## config.mk

```make
export PLATFORM = sky130hd
export DESIGN_NAME = led_brightness_fade_controller
export DESIGN_NICKNAME = d
export VERILOG_FILES = /design/src/hw/rtl/lbf_pkg.sv /design/src/hw/rtl/lbf_div.sv /design/src/hw/rtl/lbf_core.sv /design/src/hw/rtl/led_brightness_fade_controller.sv
export SDC_FILE = /design/constraint.sdc
export NUM_CORES = 1
export LEC_CHECK = 0
export BUFFER_PORTS_ARGS = -buffer_cell sky130_fd_sc_hd__buf_2
export CAP_MARGIN = 0
export CORE_AREA = 2 2 230 232
export CTS_CLUSTER_DIAMETER = 40
export DETAILED_ROUTE_END_ITERATION = 16
export DIE_AREA = 0 0 232 234
export PLACE_DENSITY = 0.82
export SETUP_SLACK_MARGIN = 0.4
export SYNTH_ARGS = -nofsm -noshare
export SYNTH_HDL_FRONTEND = slang
export SYNTH_SLANG_ARGS = --single-unit
```

## constraint.sdc

```tcl
create_clock -name clk_i -period 24 [get_ports clk_i]
set_clock_uncertainty 0.15 [all_clocks]
set_input_delay 4.8 -clock clk_i [delete_from_list [all_inputs] [get_ports clk_i]]
set_output_delay 4.8 -clock clk_i [all_outputs]
set_load 0.05 [all_outputs]
```

## src/hw/rtl/lbf_pkg.sv

```systemverilog
// Shared types, register codes and helpers of the LED brightness fade controller.
package lbf_pkg;

  localparam int unsigned CfgIdxW  = 3;
  localparam int unsigned CfgDataW = 32;
  localparam int unsigned DivSteps = 32;
  localparam int unsigned DivCntW  = $clog2(DivSteps);

  // Configuration register indexes.
  typedef enum logic [CfgIdxW-1:0] {
    CFG_FADE_IN_DUR = 3'd0,
    CFG_DIM_DUR     = 3'd1,
    CFG_WAKE_DUR    = 3'd2,
    CFG_IDLE_LEVEL  = 3'd3,
    CFG_NORM_LEVEL  = 3'd4,
    CFG_IDLE_THRESH = 3'd5,
    CFG_CEILING     = 3'd6
  } cfg_idx_e;

  // Mode codes as they appear on the result beat.
  typedef logic [2:0] mode_t;
  localparam mode_t MODE_FADE_IN = 3'd0;
  localparam mode_t MODE_NORMAL  = 3'd1;
  localparam mode_t MODE_DIMMING = 3'd2;
  localparam mode_t MODE_DIMMED  = 3'd3;
  localparam mode_t MODE_WAKING  = 3'd4;

  localparam logic [15:0] RstFadeInDur  = 16'd1000;
  localparam logic [15:0] RstDimDur     = 16'd2000;
  localparam logic [15:0] RstWakeDur    = 16'd300;
  localparam logic [7:0]  RstIdleLevel  = 8'd40;
  localparam logic [7:0]  RstNormLevel  = 8'd200;
  localparam logic [31:0] RstIdleThresh = 32'd60000;
  localparam logic [7:0]  RstCeiling    = 8'd255;

  typedef struct packed {
    logic [15:0] fade_in_dur;
    logic [15:0] dim_dur;
    logic [15:0] wake_dur;
    logic [7:0]  idle_level;
    logic [7:0]  normal_level;
    logic [31:0] idle_threshold;
    logic [7:0]  level_ceiling;
  } cfg_t;

  typedef struct packed {
    logic        kind;
    logic [31:0] now_ms;
    logic        pressed;
  } item_t;

  typedef struct packed {
    logic [7:0] brightness;
    mode_t      mode;
    logic       level_updated;
  } result_t;

  typedef struct packed {
    logic        start;
    logic [31:0] dividend;
    logic [15:0] divisor;
    logic        neg;
  } div_req_t;

  typedef struct packed {
    logic               done;
    logic signed [32:0] quot;
  } div_rsp_t;

  function automatic logic [7:0] clamp_level(input logic signed [33:0] v,
                                             input logic [7:0] ceil);
    logic [7:0] r;
    if (v > $signed({26'd0, ceil})) begin
      r = ceil;
    end else if (v < 34'sd0) begin
      r = 8'd0;
    end else begin
      r = v[7:0];
    end
    return r;
  endfunction

endpackage

```

## src/hw/rtl/lbf_div.sv

```systemverilog
// Shared restoring divider: one quotient bit per cycle, sign applied at the end.
module lbf_div (
  input  logic              clk_i,
  input  logic              rst_ni,
  input  lbf_pkg::div_req_t req_i,
  output lbf_pkg::div_rsp_t rsp_o
);

  logic                        busy_q, busy_d;
  logic                        done_q, done_d;
  logic [lbf_pkg::DivCntW-1:0] cnt_q, cnt_d;
  logic [15:0]                 rem_q, rem_d;
  logic [31:0]                 dvd_q, dvd_d;
  logic [15:0]                 dvs_q, dvs_d;
  logic                        neg_q, neg_d;
  logic [16:0]                 trial;
  logic                        ge;
  logic [16:0]                 diff;

  assign trial = {rem_q, dvd_q[31]};
  assign ge    = trial >= {1'b0, dvs_q};
  assign diff  = trial - {1'b0, dvs_q};

  always_comb begin
    busy_d = busy_q;
    done_d = 1'b0;
    cnt_d  = cnt_q;
    rem_d  = rem_q;
    dvd_d  = dvd_q;
    dvs_d  = dvs_q;
    neg_d  = neg_q;
    if (req_i.start) begin
      busy_d = 1'b1;
      cnt_d  = '0;
      rem_d  = '0;
      dvd_d  = req_i.dividend;
      dvs_d  = req_i.divisor;
      neg_d  = req_i.neg;
    end else if (busy_q) begin
      // The remainder stays below the divisor, so 16 bits hold it.
      rem_d = ge ? diff[15:0] : trial[15:0];
      dvd_d = {dvd_q[30:0], ge};
      cnt_d = cnt_q + 1'b1;
      if (cnt_q == lbf_pkg::DivCntW'(lbf_pkg::DivSteps - 1)) begin
        busy_d = 1'b0;
        done_d = 1'b1;
      end
    end
  end

  always_ff @(posedge clk_i or negedge rst_ni) begin
    if (!rst_ni) begin
      busy_q <= 1'b0;
      done_q <= 1'b0;
      cnt_q  <= '0;
    end else begin
      busy_q <= busy_d;
      done_q <= done_d;
      cnt_q  <= cnt_d;
    end
  end

  always_ff @(posedge clk_i) begin
    rem_q <= rem_d;
    dvd_q <= dvd_d;
    dvs_q <= dvs_d;
    neg_q <= neg_d;
  end

  assign rsp_o.done = done_q;
  assign rsp_o.quot = neg_q ? -$signed({1'b0, dvd_q}) : $signed({1'b0, dvd_q});

endmodule

```

## src/hw/rtl/lbf_core.sv

```systemverilog
// Sequencer and mode state of the fade controller; all divisions go to the shared divider.
module lbf_core (
  input  logic              clk_i,
  input  logic              rst_ni,
  input  lbf_pkg::cfg_t     cfg_i,
  input  logic              item_valid_i,
  input  lbf_pkg::item_t    item_i,
  output logic              item_ready_o,
  output logic              res_valid_o,
  input  logic              res_ack_i,
  output lbf_pkg::result_t  res_o,
  output lbf_pkg::div_req_t div_req_o,
  input  lbf_pkg::div_rsp_t div_rsp_i
);

  typedef enum logic [8:0] {
    ST_IDLE      = 9'b000000001,
    ST_DISPATCH  = 9'b000000010,
    ST_RS_DIV    = 9'b000000100,
    ST_RS_WAIT   = 9'b000001000,
    ST_RS_FIN    = 9'b000010000,
    ST_REF_CHECK = 9'b000100000,
    ST_REF_WAIT  = 9'b001000000,
    ST_KEY_FIN   = 9'b010000000,
    ST_OUT       = 9'b100000000
  } state_e;

  typedef enum logic [1:0] {
    RET_DISPATCH = 2'd0,
    RET_REFRESH  = 2'd1,
    RET_KEY      = 2'd2
  } ret_e;

  state_e               state_q, state_d;
  logic                 kind_q, kind_d;
  logic [31:0]          now_q, now_d;
  logic                 pressed_q, pressed_d;
  logic                 pending_q, pending_d;
  lbf_pkg::mode_t       mode_q, mode_d;
  logic [7:0]           goal_q, goal_d;
  logic [31:0]          end_q, end_d;
  logic signed [16:0]   slope_q, slope_d;
  logic [31:0]          press_q, press_d;
  logic                 held_q, held_d;
  logic [7:0]           level_q, level_d;
  logic                 upd_q, upd_d;

  // Arguments of the ramp start sub-sequence.
  logic [31:0]          rs_now_q, rs_now_d;
  logic [15:0]          rs_dur_q, rs_dur_d;
  logic signed [8:0]    rs_exp_q, rs_exp_d;
  logic [7:0]           rs_to_q, rs_to_d;
  lbf_pkg::mode_t       rs_mode_q, rs_mode_d;
  ret_e                 ret_q, ret_d;
  logic signed [16:0]   new_slope_q, new_slope_d;

  logic                 inactive;
  logic                 running;
  logic                 late;
  logic signed [8:0]    actual;
  logic signed [25:0]   prod;
  logic [31:0]          remaining;
  logic [31:0]          rem_mag;
  logic [16:0]          slope_mag;
  logic [8:0]           exp_mag;
  logic signed [33:0]   ramp_value;

  function automatic lbf_pkg::mode_t finished_mode(input lbf_pkg::mode_t m);
    lbf_pkg::mode_t r;
    case (m)
      lbf_pkg::MODE_FADE_IN: r = lbf_pkg::MODE_NORMAL;
      lbf_pkg::MODE_DIMMING: r = lbf_pkg::MODE_DIMMED;
      lbf_pkg::MODE_WAKING:  r = lbf_pkg::MODE_NORMAL;
      default:               r = m;
    endcase
    return r;
  endfunction

  assign inactive  = !held_q && ((now_q - press_q) > cfg_i.idle_threshold);
  assign running   = (mode_q == lbf_pkg::MODE_FADE_IN) || (mode_q == lbf_pkg::MODE_DIMMING) ||
                     (mode_q == lbf_pkg::MODE_WAKING);
  assign late      = now_q > end_q;
  assign actual    = $signed({1'b0, rs_to_q}) - $signed({1'b0, level_q});
  assign prod      = actual * new_slope_q;
  assign remaining = end_q - now_q;
  assign rem_mag   = remaining[31] ? (~remaining + 32'd1) : remaining;
  assign slope_mag = slope_q[16] ? 17'(-slope_q) : 17'(slope_q);
  assign exp_mag   = rs_exp_q[8] ? 9'(-rs_exp_q) : 9'(rs_exp_q);
  assign ramp_value = $signed({26'd0, goal_q}) - 34'(div_rsp_i.quot);

  always_comb begin
    state_d     = state_q;
    kind_d      = kind_q;
    now_d       = now_q;
    pressed_d   = pressed_q;
    pending_d   = pending_q;
    mode_d      = mode_q;
    goal_d      = goal_q;
    end_d       = end_q;
    slope_d     = slope_q;
    press_d     = press_q;
    held_d      = held_q;
    level_d     = level_q;
    upd_d       = upd_q;
    rs_now_d    = rs_now_q;
    rs_dur_d    = rs_dur_q;
    rs_exp_d    = rs_exp_q;
    rs_to_d     = rs_to_q;
    rs_mode_d   = rs_mode_q;
    ret_d       = ret_q;
    new_slope_d = new_slope_q;
    div_req_o   = '0;

    case (state_q)
      ST_IDLE: begin
        if (item_valid_i) begin
          kind_d    = item_i.kind;
          now_d     = item_i.now_ms;
          pressed_d = item_i.pressed;
          upd_d     = 1'b0;
          if (pending_q) begin
            // First beat after reset: fade in from zero as if at time zero.
            pending_d = 1'b0;
            level_d   = 8'd0;
            rs_now_d  = 32'd0;
            rs_dur_d  = cfg_i.fade_in_dur;
            rs_exp_d  = $signed({1'b0, cfg_i.normal_level});
            rs_to_d   = cfg_i.normal_level;
            rs_mode_d = lbf_pkg::MODE_FADE_IN;
            ret_d     = RET_DISPATCH;
            state_d   = ST_RS_DIV;
          end else begin
            state_d = ST_DISPATCH;
          end
        end
      end
      ST_DISPATCH: begin
        rs_now_d = now_q;
        if (!kind_q) begin
          if ((mode_q == lbf_pkg::MODE_NORMAL) && inactive) begin
            rs_dur_d  = cfg_i.dim_dur;
            rs_exp_d  = $signed({1'b0, cfg_i.idle_level}) - $signed({1'b0, cfg_i.normal_level});
            rs_to_d   = cfg_i.idle_level;
            rs_mode_d = lbf_pkg::MODE_DIMMING;
            ret_d     = RET_REFRESH;
            state_d   = ST_RS_DIV;
          end else begin
            state_d = ST_REF_CHECK;
          end
        end else begin
          if (inactive) begin
            rs_dur_d  = cfg_i.wake_dur;
            rs_exp_d  = $signed({1'b0, cfg_i.normal_level}) - $signed({1'b0, cfg_i.idle_level});
            rs_to_d   = cfg_i.normal_level;
            rs_mode_d = lbf_pkg::MODE_WAKING;
            ret_d     = RET_KEY;
            state_d   = ST_RS_DIV;
          end else begin
            state_d = ST_KEY_FIN;
          end
        end
      end
      ST_RS_DIV: begin
        if (rs_exp_q == 9'sd0) begin
          new_slope_d = 17'sd0;
          state_d     = ST_RS_FIN;
        end else begin
          div_req_o.start    = 1'b1;
          div_req_o.dividend = {16'd0, rs_dur_q};
          div_req_o.divisor  = {8'd0, exp_mag[7:0]};
          div_req_o.neg      = rs_exp_q[8];
          state_d            = ST_RS_WAIT;
        end
      end
      ST_RS_WAIT: begin
        if (div_rsp_i.done) begin
          new_slope_d = div_rsp_i.quot[16:0];
          state_d     = ST_RS_FIN;
        end
      end
      ST_RS_FIN: begin
        goal_d = rs_to_q;
        if (new_slope_q == 17'sd0) begin
          // The ramp is over before it starts: jump to the goal.
          slope_d = 17'sd0;
          end_d   = rs_now_q;
          mode_d  = finished_mode(rs_mode_q);
          if (rs_mode_q == lbf_pkg::MODE_FADE_IN) begin
            press_d = rs_now_q;
          end
          level_d = lbf_pkg::clamp_level($signed({26'd0, rs_to_q}), cfg_i.level_ceiling);
          upd_d   = 1'b1;
        end else begin
          slope_d = new_slope_q;
          mode_d  = rs_mode_q;
          end_d   = rs_now_q + {{6{prod[25]}}, prod};
        end
        case (ret_q)
          RET_DISPATCH: state_d = ST_DISPATCH;
          RET_REFRESH:  state_d = ST_REF_CHECK;
          RET_KEY:      state_d = ST_KEY_FIN;
          default:      state_d = ST_OUT;
        endcase
      end
      ST_REF_CHECK: begin
        if (late && !running) begin
          state_d = ST_OUT;
        end else begin
          // A ramp that ran past its end is marked done, yet this beat still
          // takes its level from the ramp.
          if (late) begin
            mode_d = finished_mode(mode_q);
            if (mode_q == lbf_pkg::MODE_FADE_IN) begin
              press_d = now_q;
            end
          end
          if (running && (slope_q != 17'sd0)) begin
            div_req_o.start    = 1'b1;
            div_req_o.dividend = rem_mag;
            div_req_o.divisor  = slope_mag[15:0];
            div_req_o.neg      = remaining[31] ^ slope_q[16];
            state_d            = ST_REF_WAIT;
          end else begin
            level_d = lbf_pkg::clamp_level($signed({26'd0, goal_q}), cfg_i.level_ceiling);
            upd_d   = 1'b1;
            state_d = ST_OUT;
          end
        end
      end
      ST_REF_WAIT: begin
        if (div_rsp_i.done) begin
          level_d = lbf_pkg::clamp_level(ramp_value, cfg_i.level_ceiling);
          upd_d   = 1'b1;
          state_d = ST_OUT;
        end
      end
      ST_KEY_FIN: begin
        press_d = now_q;
        held_d  = pressed_q;
        state_d = ST_OUT;
      end
      ST_OUT: begin
        if (res_ack_i) begin
          state_d = ST_IDLE;
        end
      end
      default: state_d = ST_IDLE;
    endcase
  end

  always_ff @(posedge clk_i or negedge rst_ni) begin
    if (!rst_ni) begin
      state_q   <= ST_IDLE;
      pending_q <= 1'b1;
      mode_q    <= lbf_pkg::MODE_FADE_IN;
      goal_q    <= 8'd0;
      end_q     <= 32'd0;
      slope_q   <= 17'sd0;
      press_q   <= 32'd0;
      held_q    <= 1'b0;
      level_q   <= 8'd0;
      upd_q     <= 1'b0;
      ret_q     <= RET_DISPATCH;
    end else begin
      state_q   <= state_d;
      pending_q <= pending_d;
      mode_q    <= mode_d;
      goal_q    <= goal_d;
      end_q     <= end_d;
      slope_q   <= slope_d;
      press_q   <= press_d;
      held_q    <= held_d;
      level_q   <= level_d;
      upd_q     <= upd_d;
      ret_q     <= ret_d;
    end
  end

  always_ff @(posedge clk_i) begin
    kind_q      <= kind_d;
    now_q       <= now_d;
    pressed_q   <= pressed_d;
    rs_now_q    <= rs_now_d;
    rs_dur_q    <= rs_dur_d;
    rs_exp_q    <= rs_exp_d;
    rs_to_q     <= rs_to_d;
    rs_mode_q   <= rs_mode_d;
    new_slope_q <= new_slope_d;
  end

  assign item_ready_o            = (state_q == ST_IDLE);
  assign res_valid_o             = (state_q == ST_OUT);
  assign res_o.brightness        = level_q;
  assign res_o.mode              = mode_q;
  assign res_o.level_updated     = upd_q;

endmodule

```

## src/hw/rtl/led_brightness_fade_controller.sv

```systemverilog
// Top level of the LED brightness fade controller: registers, output stage, core and divider.
//
// Takes one beat at a time and answers each with exactly one result beat. A
// key beat that starts no ramp needs no division; a refresh beat along a
// running ramp waits on the 32-step restoring divider that all slope and
// level divisions share. The very first beat after reset also works out the
// fade-in slope, and a refresh that begins the dimming ramp works out its
// slope first, so the worst beat needs three divisions.
// The result sits in an output register, so a new beat is taken while the
// previous result still waits on the master side.
module led_brightness_fade_controller (
  input  logic                           clk_i,
  input  logic                           rst_ni,
  // Input beats.
  input  logic                           s_axis_tvalid,
  output logic                           s_axis_tready,
  input  logic [39:0]                    s_axis_tdata,  // now_ms[31:0], pressed[32], zero pad
  input  logic [0:0]                     s_axis_tuser,  // kind[0]
  // Result beats.
  output logic                           m_axis_tvalid,
  input  logic                           m_axis_tready,
  output logic [15:0]                    m_axis_tdata,  // brightness[7:0], mode[10:8],
                                                        // level_updated[11], zero pad
  // Register writes.
  input  logic                           cfg_we_i,
  input  logic [lbf_pkg::CfgIdxW-1:0]    cfg_idx_i,
  input  logic [lbf_pkg::CfgDataW-1:0]   cfg_data_i
);

  lbf_pkg::cfg_t     cfg_q, cfg_d;
  lbf_pkg::item_t    item;
  lbf_pkg::result_t  res;
  lbf_pkg::result_t  out_q, out_d;
  lbf_pkg::div_req_t div_req;
  lbf_pkg::div_rsp_t div_rsp;
  logic              out_valid_q, out_valid_d;
  logic              res_valid;
  logic              res_ack;
  logic              item_ready;

  always_comb begin
    cfg_d = cfg_q;
    if (cfg_we_i) begin
      case (lbf_pkg::cfg_idx_e'(cfg_idx_i))
        lbf_pkg::CFG_FADE_IN_DUR: cfg_d.fade_in_dur    = cfg_data_i[15:0];
        lbf_pkg::CFG_DIM_DUR:     cfg_d.dim_dur        = cfg_data_i[15:0];
        lbf_pkg::CFG_WAKE_DUR:    cfg_d.wake_dur       = cfg_data_i[15:0];
        lbf_pkg::CFG_IDLE_LEVEL:  cfg_d.idle_level     = cfg_data_i[7:0];
        lbf_pkg::CFG_NORM_LEVEL:  cfg_d.normal_level   = cfg_data_i[7:0];
        lbf_pkg::CFG_IDLE_THRESH: cfg_d.idle_threshold = cfg_data_i[31:0];
        lbf_pkg::CFG_CEILING:     cfg_d.level_ceiling  = cfg_data_i[7:0];
        default:                  cfg_d = cfg_q;
      endcase
    end
  end

  always_ff @(posedge clk_i or negedge rst_ni) begin
    if (!rst_ni) begin
      cfg_q.fade_in_dur    <= lbf_pkg::RstFadeInDur;
      cfg_q.dim_dur        <= lbf_pkg::RstDimDur;
      cfg_q.wake_dur       <= lbf_pkg::RstWakeDur;
      cfg_q.idle_level     <= lbf_pkg::RstIdleLevel;
      cfg_q.normal_level   <= lbf_pkg::RstNormLevel;
      cfg_q.idle_threshold <= lbf_pkg::RstIdleThresh;
      cfg_q.level_ceiling  <= lbf_pkg::RstCeiling;
    end else begin
      cfg_q <= cfg_d;
    end
  end

  assign item.kind    = s_axis_tuser[0];
  assign item.now_ms  = s_axis_tdata[31:0];
  assign item.pressed = s_axis_tdata[32];

  lbf_core u_core (
    .clk_i        (clk_i),
    .rst_ni       (rst_ni),
    .cfg_i        (cfg_q),
    .item_valid_i (s_axis_tvalid),
    .item_i       (item),
    .item_ready_o (item_ready),
    .res_valid_o  (res_valid),
    .res_ack_i    (res_ack),
    .res_o        (res),
    .div_req_o    (div_req),
    .div_rsp_i    (div_rsp)
  );

  lbf_div u_div (
    .clk_i  (clk_i),
    .rst_ni (rst_ni),
    .req_i  (div_req),
    .rsp_o  (div_rsp)
  );

  assign s_axis_tready = item_ready;

  // The output register frees itself in the same cycle its beat is taken.
  assign res_ack = !out_valid_q || m_axis_tready;

  always_comb begin
    out_valid_d = out_valid_q;
    out_d       = out_q;
    if (res_valid && res_ack) begin
      out_valid_d = 1'b1;
      out_d       = res;
    end else if (m_axis_tready) begin
      out_valid_d = 1'b0;
    end
  end

  always_ff @(posedge clk_i or negedge rst_ni) begin
    if (!rst_ni) begin
      out_valid_q <= 1'b0;
    end else begin
      out_valid_q <= out_valid_d;
    end
  end

  always_ff @(posedge clk_i) begin
    out_q <= out_d;
  end

  assign m_axis_tvalid = out_valid_q;
  assign m_axis_tdata  = {4'd0, out_q.level_updated, out_q.mode, out_q.brightness};

endmodule

```

==> results of run 1 <==
[worst paths after layout]
path                                              start                      endpoint  slack [ns]  cells after the start
setup / recovery            u_core.rs_to_q[0]$_DFFE_PP_  u_core.end_q[25]$_DFFE_PN0P_       12.95                     39
hold / removal             u_div.rem_q[15]$_SDFFE_PP0P_  u_div.rem_q[15]$_SDFFE_PP0P_        0.33                      1
setup reg to reg            u_core.rs_to_q[0]$_DFFE_PP_  u_core.end_q[25]$_DFFE_PN0P_       12.95                     39
hold reg to reg            u_div.rem_q[15]$_SDFFE_PP0P_  u_div.rem_q[15]$_SDFFE_PP0P_        0.33                      1
max in group asynchronous                        rst_ni    u_div.cnt_q[2]$_DFFE_PN0P_       18.18                      2
min in group asynchronous                        rst_ni         cfg_q[98]$_DFFE_PN0P_        4.10                      1
[kinds of logic (layout without fill, tap and decap cells)]
| kind of cell | after synthesis | in the layout | share of synthesized area [%] |
|---|---|---|---|
| AO/OA/AOI/OAI | 791 | 791 | 15.5 |
| XOR/XNOR | 216 | 216 | 5.69 |
| adder cells (fa/ha/maj) | 395 | 395 | 17.9 |
| buffers and inverters | 453 | 559 | 5.22 |
| flip-flops | 421 | 421 | 34.3 |
| multiplexers | 185 | 185 | 5.94 |
| other | 1 | 6 | 0.0113 |
| AND/OR/NAND/NOR | 1044 | 1044 | 15.5 |
[layout make-up]
cell class              count  area, µm²
repair buffers            116        663
inverters                 310       1160
multi-input cells        2635      20200
fillers                  3733      15200
flip-flops and latches    421      11400
well taps                 688        861
diodes                      2       5.00
clock inverters            51        588
clock buffers              82       1890
[cells in the final DEF (no fill, tap or decap), types with 100 or more instances in the layout]
| cell | n |
|---|---|
| inv_1 | 310 |
| nand2_1 | 295 |
| nor2_1 | 267 |
| ha_1 | 261 |
| o21ai_0 | 209 |
| a21oi_1 | 204 |
| dfrtp_1 | 188 |
| edfxtp_1 | 179 |
| fa_1 | 134 |
| xnor2_1 | 110 |
| xor2_1 | 104 |
| mux2_2 | 100 |
[metal layers]
layer	vias up	track usage [%]	share of wire, %
met4	0	13.8	4.5
met3	199	4.82	7.4
met1	12600	42.7	42
li1	12500	-	-
met2	993	50.4	46
met5	-	0	0
[stage by stage]
step	instance area, µm²	hold slack, ns	std cells	utilization [%]
5_1_grt	36800	0.341	4303	70.7
3_5_place_dp	34300	0.321	4170	65.9
2_1_floorplan	33300	0.275	3509	-
4_1_cts	36800	0.338	4303	70.7
3_3_place_gp	34300	0.302	4170	65.9
6_report	36800	0.329	4305	70.7
[Yosys cell counts (7+ instances only)]
| cell type | instances |
|---|---|
| a211oi_1 | 24 |
| o21bai_1 | 16 |
| or3_1 | 20 |
| mux2_2 | 100 |
| edfxtp_1 | 179 |
| dfstp_2 | 38 |
| o21a_1 | 25 |
| nand3b_1 | 12 |
| dfrtp_1 | 188 |
| nand2_1 | 296 |
| mux2i_1 | 85 |
| xor2_1 | 104 |
| xnor2_1 | 112 |
| a21boi_0 | 10 |
| a211o_1 | 16 |
| o31ai_1 | 26 |
| nand2b_1 | 58 |
| fa_1 | 134 |
| o41ai_1 | 14 |
| o21ai_1 | 7 |
| nand4_1 | 36 |
| and3_1 | 26 |
| a22oi_1 | 20 |
| and2_1 | 99 |
| inv_1 | 310 |
| o22ai_1 | 23 |
| nor4_1 | 23 |
| nor2_1 | 268 |
| o21ai_0 | 209 |
| a31o_2 | 12 |
| nor2b_1 | 35 |
| ha_1 | 261 |
| dfxtp_1 | 16 |
| a21oi_1 | 205 |
| nand3_1 | 64 |
| a31oi_1 | 15 |
| clkbuf_1 | 129 |
| or2_2 | 13 |
| nor3_1 | 45 |
| a21o_1 | 72 |
| o211ai_1 | 13 |
[flip-flops by register name, indices dropped and copies added (netlist names), 17 cells and up]
name,count
u_core.now_q,32
u_core.rs_now_q,32
u_div.dvd_q,32
u_core.end_q,32
cfg_q,104
u_core.slope_q,17
u_core.new_slope_q,17
u_core.press_q,32
==> summary.md, run 1 <==
| Metric | Value |
|---|---|
| Status | complete, no violations |
| Worst EP arrival | 11.35 ns |
| CTS Buf Count | 72 |
| Boundary Pins | 99 |
| H-tree levels | 3 |
| Buf/Inv on CP | 5 |
| Layout cells sized above 1 | 12.3% |
| Sequential area share after synthesis | 34.3% |
| Synth Register Bits | 421 |
| Period Utilization, post-route | between 40 and 50% |
| Mapped Avg Cell Area | 9.49 µm² |
| Post-synth top flop | dfrtp_1 |
| Final worst path period need | roughly 11 ns |
| Via count | between 20000 and 30000 |
| Critical path required time | roughly 24 ns |
| Yosys top cell area share | 16.2% |
| # clock sinks | 421 |
| CP endpoint kind | flip-flop |
| YS warnings | 0 |
| DR DRC count | 0 |
| FMAX | 0.0905 GHz |
| Synth unique cells | 98 |
| Nets | 4032 |
| Synthesis-to-finish area growth | 10.6% |
| Initial antenna violation count | 3 |
| Via density | 6.10 |
| Post-synth ARST share | between 50% and 60% |
| CP max-delay cell | a2111oi_0 |
| Clock root buffer | clkbuf_16 |
| Std cell rows | 84 |
| Crit path top cell by count | fa_1 |
| DRT antenna net count | 0 |
| Vias in the first global route | between 20000 and 30000 |
| CTS Hold Bufs | 0 |
| TritonCTS clock tree | built |
| GPL Wtd Cong | between 0.9 and 1 |
| CP max FO | 18 |
| Core area | 52000 µm² |
| Reg clk slew, reported paths | 0.06 ns |
| Setup TNS | 0 ns |
| Post-DP HPWL | 62.2 mm |
| Largest net degree at the start of global routing | 117 |
| Hold Path Class | flip-flop to flip-flop |
| Final Hold Vio Count | 0 |
| Setup crit start kind | flip-flop |
| Largest delay share family, worst path | compound AO/OA/AOI/OAI gates |
| Post-CTS Resized | 0 |
| Worst path max stage delay | 0.75 ns |
| Synth area leaders | edfxtp_1 16%, dfrtp_1 14%, ha_1 9.8% |
| DP Worst Slack | 13.21 ns |
| Slew margin rel. | 9.84% |
| Mapped cell area | 33300 µm² |
| Die Wd | 232 µm |
| First-pass GRT wire length | 135 mm |
| Tot GR Track Use | between 30% and 40% |
| Drt wl/cell | 19.5 µm |
| Iter 0 DRT Violations | ~2200 |
| Die area | 54300 µm² |
| Total wire length | 83.9 mm |
| TritonRoute pass-1 iters | 8 |
| Worst-skew pair later-pin latency | 0.62 ns |
| Effective utilization at floorplan | between 60 and 70% |
| Slew Viols, Final | 0 |
| RSZ-0062 raised after global routing | no |
| Setup Buffers After CTS | 0 |
| Setup CP Type | flip-flop to flip-flop |
| EDFF count, synth | 179 |
| Buffers on Ports | 87 |
| Final Setup Violations | 0 |
| MaxCap Viol Count | 0 |
| Die H | 234 µm |
| Overflow after GRT | 0 |
| Worst Tran Pin Value | 1.33 ns |
| Worst path setup slack after routing | 12.95 ns |
| Post-synth top area cell | edfxtp_1 |
| CTS Buffer Depth | 3 |
| Syn Inst Count | 3506 |
Power of run 1 is left out: the tool's default activity adds up to more than one toggle a clock period on the data nets, which glitch-free logic cannot reach.
==> run 2: changes to the inputs <==
--- a/config.mk
+++ b/config.mk
@@ -7,11 +7,11 @@
 export LEC_CHECK = 0
 export BUFFER_PORTS_ARGS = -buffer_cell sky130_fd_sc_hd__buf_2
 export CAP_MARGIN = 0
-export CORE_AREA = 2 2 230 232
+export CORE_AREA = 2 2 231 233
 export CTS_CLUSTER_DIAMETER = 40
 export DETAILED_ROUTE_END_ITERATION = 16
-export DIE_AREA = 0 0 232 234
-export PLACE_DENSITY = 0.82
+export DIE_AREA = 0 0 233 235
+export PLACE_DENSITY = 0.81
 export SETUP_SLACK_MARGIN = 0.4
 export SYNTH_ARGS = -nofsm -noshare
 export SYNTH_HDL_FRONTEND = slang
==> constraint.sdc (replaced) <==
create_clock -name clk_i -period 11.3 [get_ports clk_i]
set_clock_uncertainty 0.15 [all_clocks]
set_input_delay 2.26 -clock clk_i [delete_from_list [all_inputs] [get_ports clk_i]]
set_output_delay 2.26 -clock clk_i [all_outputs]
set_load 0.05 [all_outputs]
==> run 2 against run 1 <==
Register-to-register slack worse by 12 ns; cell count barely moved; maximum frequency grew 9.5%; critical path depth unchanged; global-route usage decreased by 0.29 points; first-iteration DRC count is 7.4% higher; largest cell class unchanged; count of clock-buffer cells in the layout increased by 5; flip-flop and latch count did not move; routed wire length about the same; non-clock buffer count is 6 higher; die area is 0.86% higher; critical endpoint is now u_core.end_q[31]$_DFFE_PN0P_; hold slack better by 0.0092 ns.
==> summary.md, run 2 (synthesized netlist as in run 1, its figures left out) <==
| Metric | Value |
|---|---|
| Area of the multi-input gates | roughly 20000 µm² |
| Die area | roughly 55000 µm² |
| Critical path required time | about 12 ns |
| Worst-skew pair later-pin latency | 0.62 ns |
| Slew Viols, Final | 0 |
| Nets | 4037 |
| Final Hold Vio Count | 0 |
| Initial antenna violation count | 1 |
| Reg area | 11400 µm² |
| Layout cells sized above 1 | 12.4% |
| MaxCap Viol Count | 0 |
| Most flops, register | cfg_q |
| Hold Path Class | flip-flop to flip-flop |
| CTS Buffer Depth | 3 |
| DRT antenna net count | 0 |
| CTS Hold Bufs | 0 |
| # clock sinks | between 400 and 500 |
| DR DRC count | 0 |
| Leading cell types in the layout, fill and taps excluded | 310 x inv_1, 295 x nand2_1, 267 x nor2_1 |
| Synthesis-to-finish area growth | 10.7% |
| Core area | 52200 µm² |
| Buffers on Ports | 87 |
| CP max-delay cell | nor4b_1 |
| Worst path max stage delay | 0.79 ns |
| Setup TNS | 0 ns |
| Std cell rows | 84 |
| Effective utilization at floorplan | 63.7% |
| First-pass GRT wire length | ~140 mm |
| Total wire length | 84.0 mm |
| Die H | 235 µm |
| Post-DP HPWL | 61.8 mm |
| Hold WS | 0.338 ns |
| Largest delay share family, worst path | adder cells |
| CP endpoint kind | flip-flop |
| Reg clk slew, reported paths | approximately 0.050 ns |
| H-tree levels | 3 |
| Setup Buffers After CTS | 0 |
| Via density | 6.09 |
| Flip-flop count of the largest register after layout | 104 |
| FMAX | 0.0991 GHz |
| Commonest non-fill, non-tap cell in the layout | inv_1 |
| Fillers | approximately 3800 |
| Iter 0 DRT Violations | 2332 |
| Period Utilization, post-route | 89.3% |
| Final Setup Violations | 0 |
| CP max FO | 4 |
| Overflow after GRT | 0 |
| Worst EP arrival | approximately 10 ns |
| Slew margin rel. | 13.5% |
| GPL Wtd Cong | between 0.9 and 1 |
| Vias in the first global route | between 20000 and 30000 |
| Via count | 26300 |
| Clock root buffer | clkbuf_16 |
| Setup CP Type | flip-flop to flip-flop |
| Worst Tran Pin Value | 1.28 ns |
| CTS Buf Count | 71 |
| Final worst path period need | 10.09 ns |
| Die Wd | 233 µm |
| Largest net degree at the start of global routing | 93 |
| Setup crit start kind | flip-flop |
| TritonCTS clock tree | built |
| TritonRoute pass-1 iters | 6 |
| Drt wl/cell | between 15 and 20 µm |
| Buf/Inv on CP | 5 |
| Crit path top cell by count | fa_1 |
| Tot GR Track Use | a little under a third |
| Boundary Pins | 99 |
| RSZ-0062 raised after global routing | no |
| Status | complete, no violations |
-- run 2: cell count changes in the layout (fill, tap and decap cells not counted), sizes merged --
cell	before	now
buf	116	122
clkinv	16	18
inv	329	327
clkbuf	82	87
bufinv	6	5
clkinvlp	10	4
-- run 2: layer usage --
metal | up-vias | wire length, µm | track usage, %
met3 | 179 | 7170 | 6.30
li1 | 12500 | - | -
met1 | 12600 | 35200 | 42.6
met2 | 1043 | 38600 | 49.1
met4 | 0 | 2970 | 11.9
met5 | - | 0 | 0
-- run 2: path summary, 6_finish.rpt --
check / cells after the start / slack, ns / to / from
min reg2reg: 2 / 0.34 / u_div.rem_q[4]$_SDFFE_PP0P_ / u_div.rem_q[4]$_SDFFE_PP0P_
max: 39 / 1.21 / u_core.end_q[31]$_DFFE_PN0P_ / u_core.rs_to_q[0]$_DFFE_PP_
max reg2reg: 39 / 1.21 / u_core.end_q[31]$_DFFE_PN0P_ / u_core.rs_to_q[0]$_DFFE_PP_
min in group asynchronous: 1 / 1.53 / cfg_q[8]$_DFFE_PN0P_ / rst_ni
min: 2 / 0.34 / u_div.rem_q[4]$_SDFFE_PP0P_ / u_div.rem_q[4]$_SDFFE_PP0P_
max in group asynchronous: 3 / 7.21 / u_core.slope_q[11]$_DFFE_PN0P_ / rst_ni
-- run 2: what timing repair did --
item | in CTS | in global routing
endpoints found under the hold margin | 0 | 0
setup endpoints to repair | 0 | 3
resized for setup | 0 | 1
-- run 2: tightest hold or removal path, delay by kind of cell, from the launching register on --
kind	cells	cell delay [ns]
AOI/OAI and AO/OA	1	0.06
DFF	1	0.32
and+or+nand+nor	1	0.06
-- run 2: layout make-up --
class,instances,area share [%]
clock buffer,87,5.38
clock inverter,44,1.38
inverter,310,3.16
timing repair buffer,122,1.92
multi-input combinational,2635,54.9
tap,688,2.34
antenna,2,0.0136
sequential,421,31.0
-- run 2: per-stage QoR --
stage	setup slack [ns]	util [%]	instance area [µm²]	cells
global route	0.461	70.5	36800	4307
global placement	1.32	65.7	34300	4176
detailed placement	1.16	65.7	34300	4176
finish	1.21	70.5	36800	4309
floorplan	2.47	-	33300	3509
CTS	1.11	70.5	36800	4307
Power of run 2 is left out for the same reason.
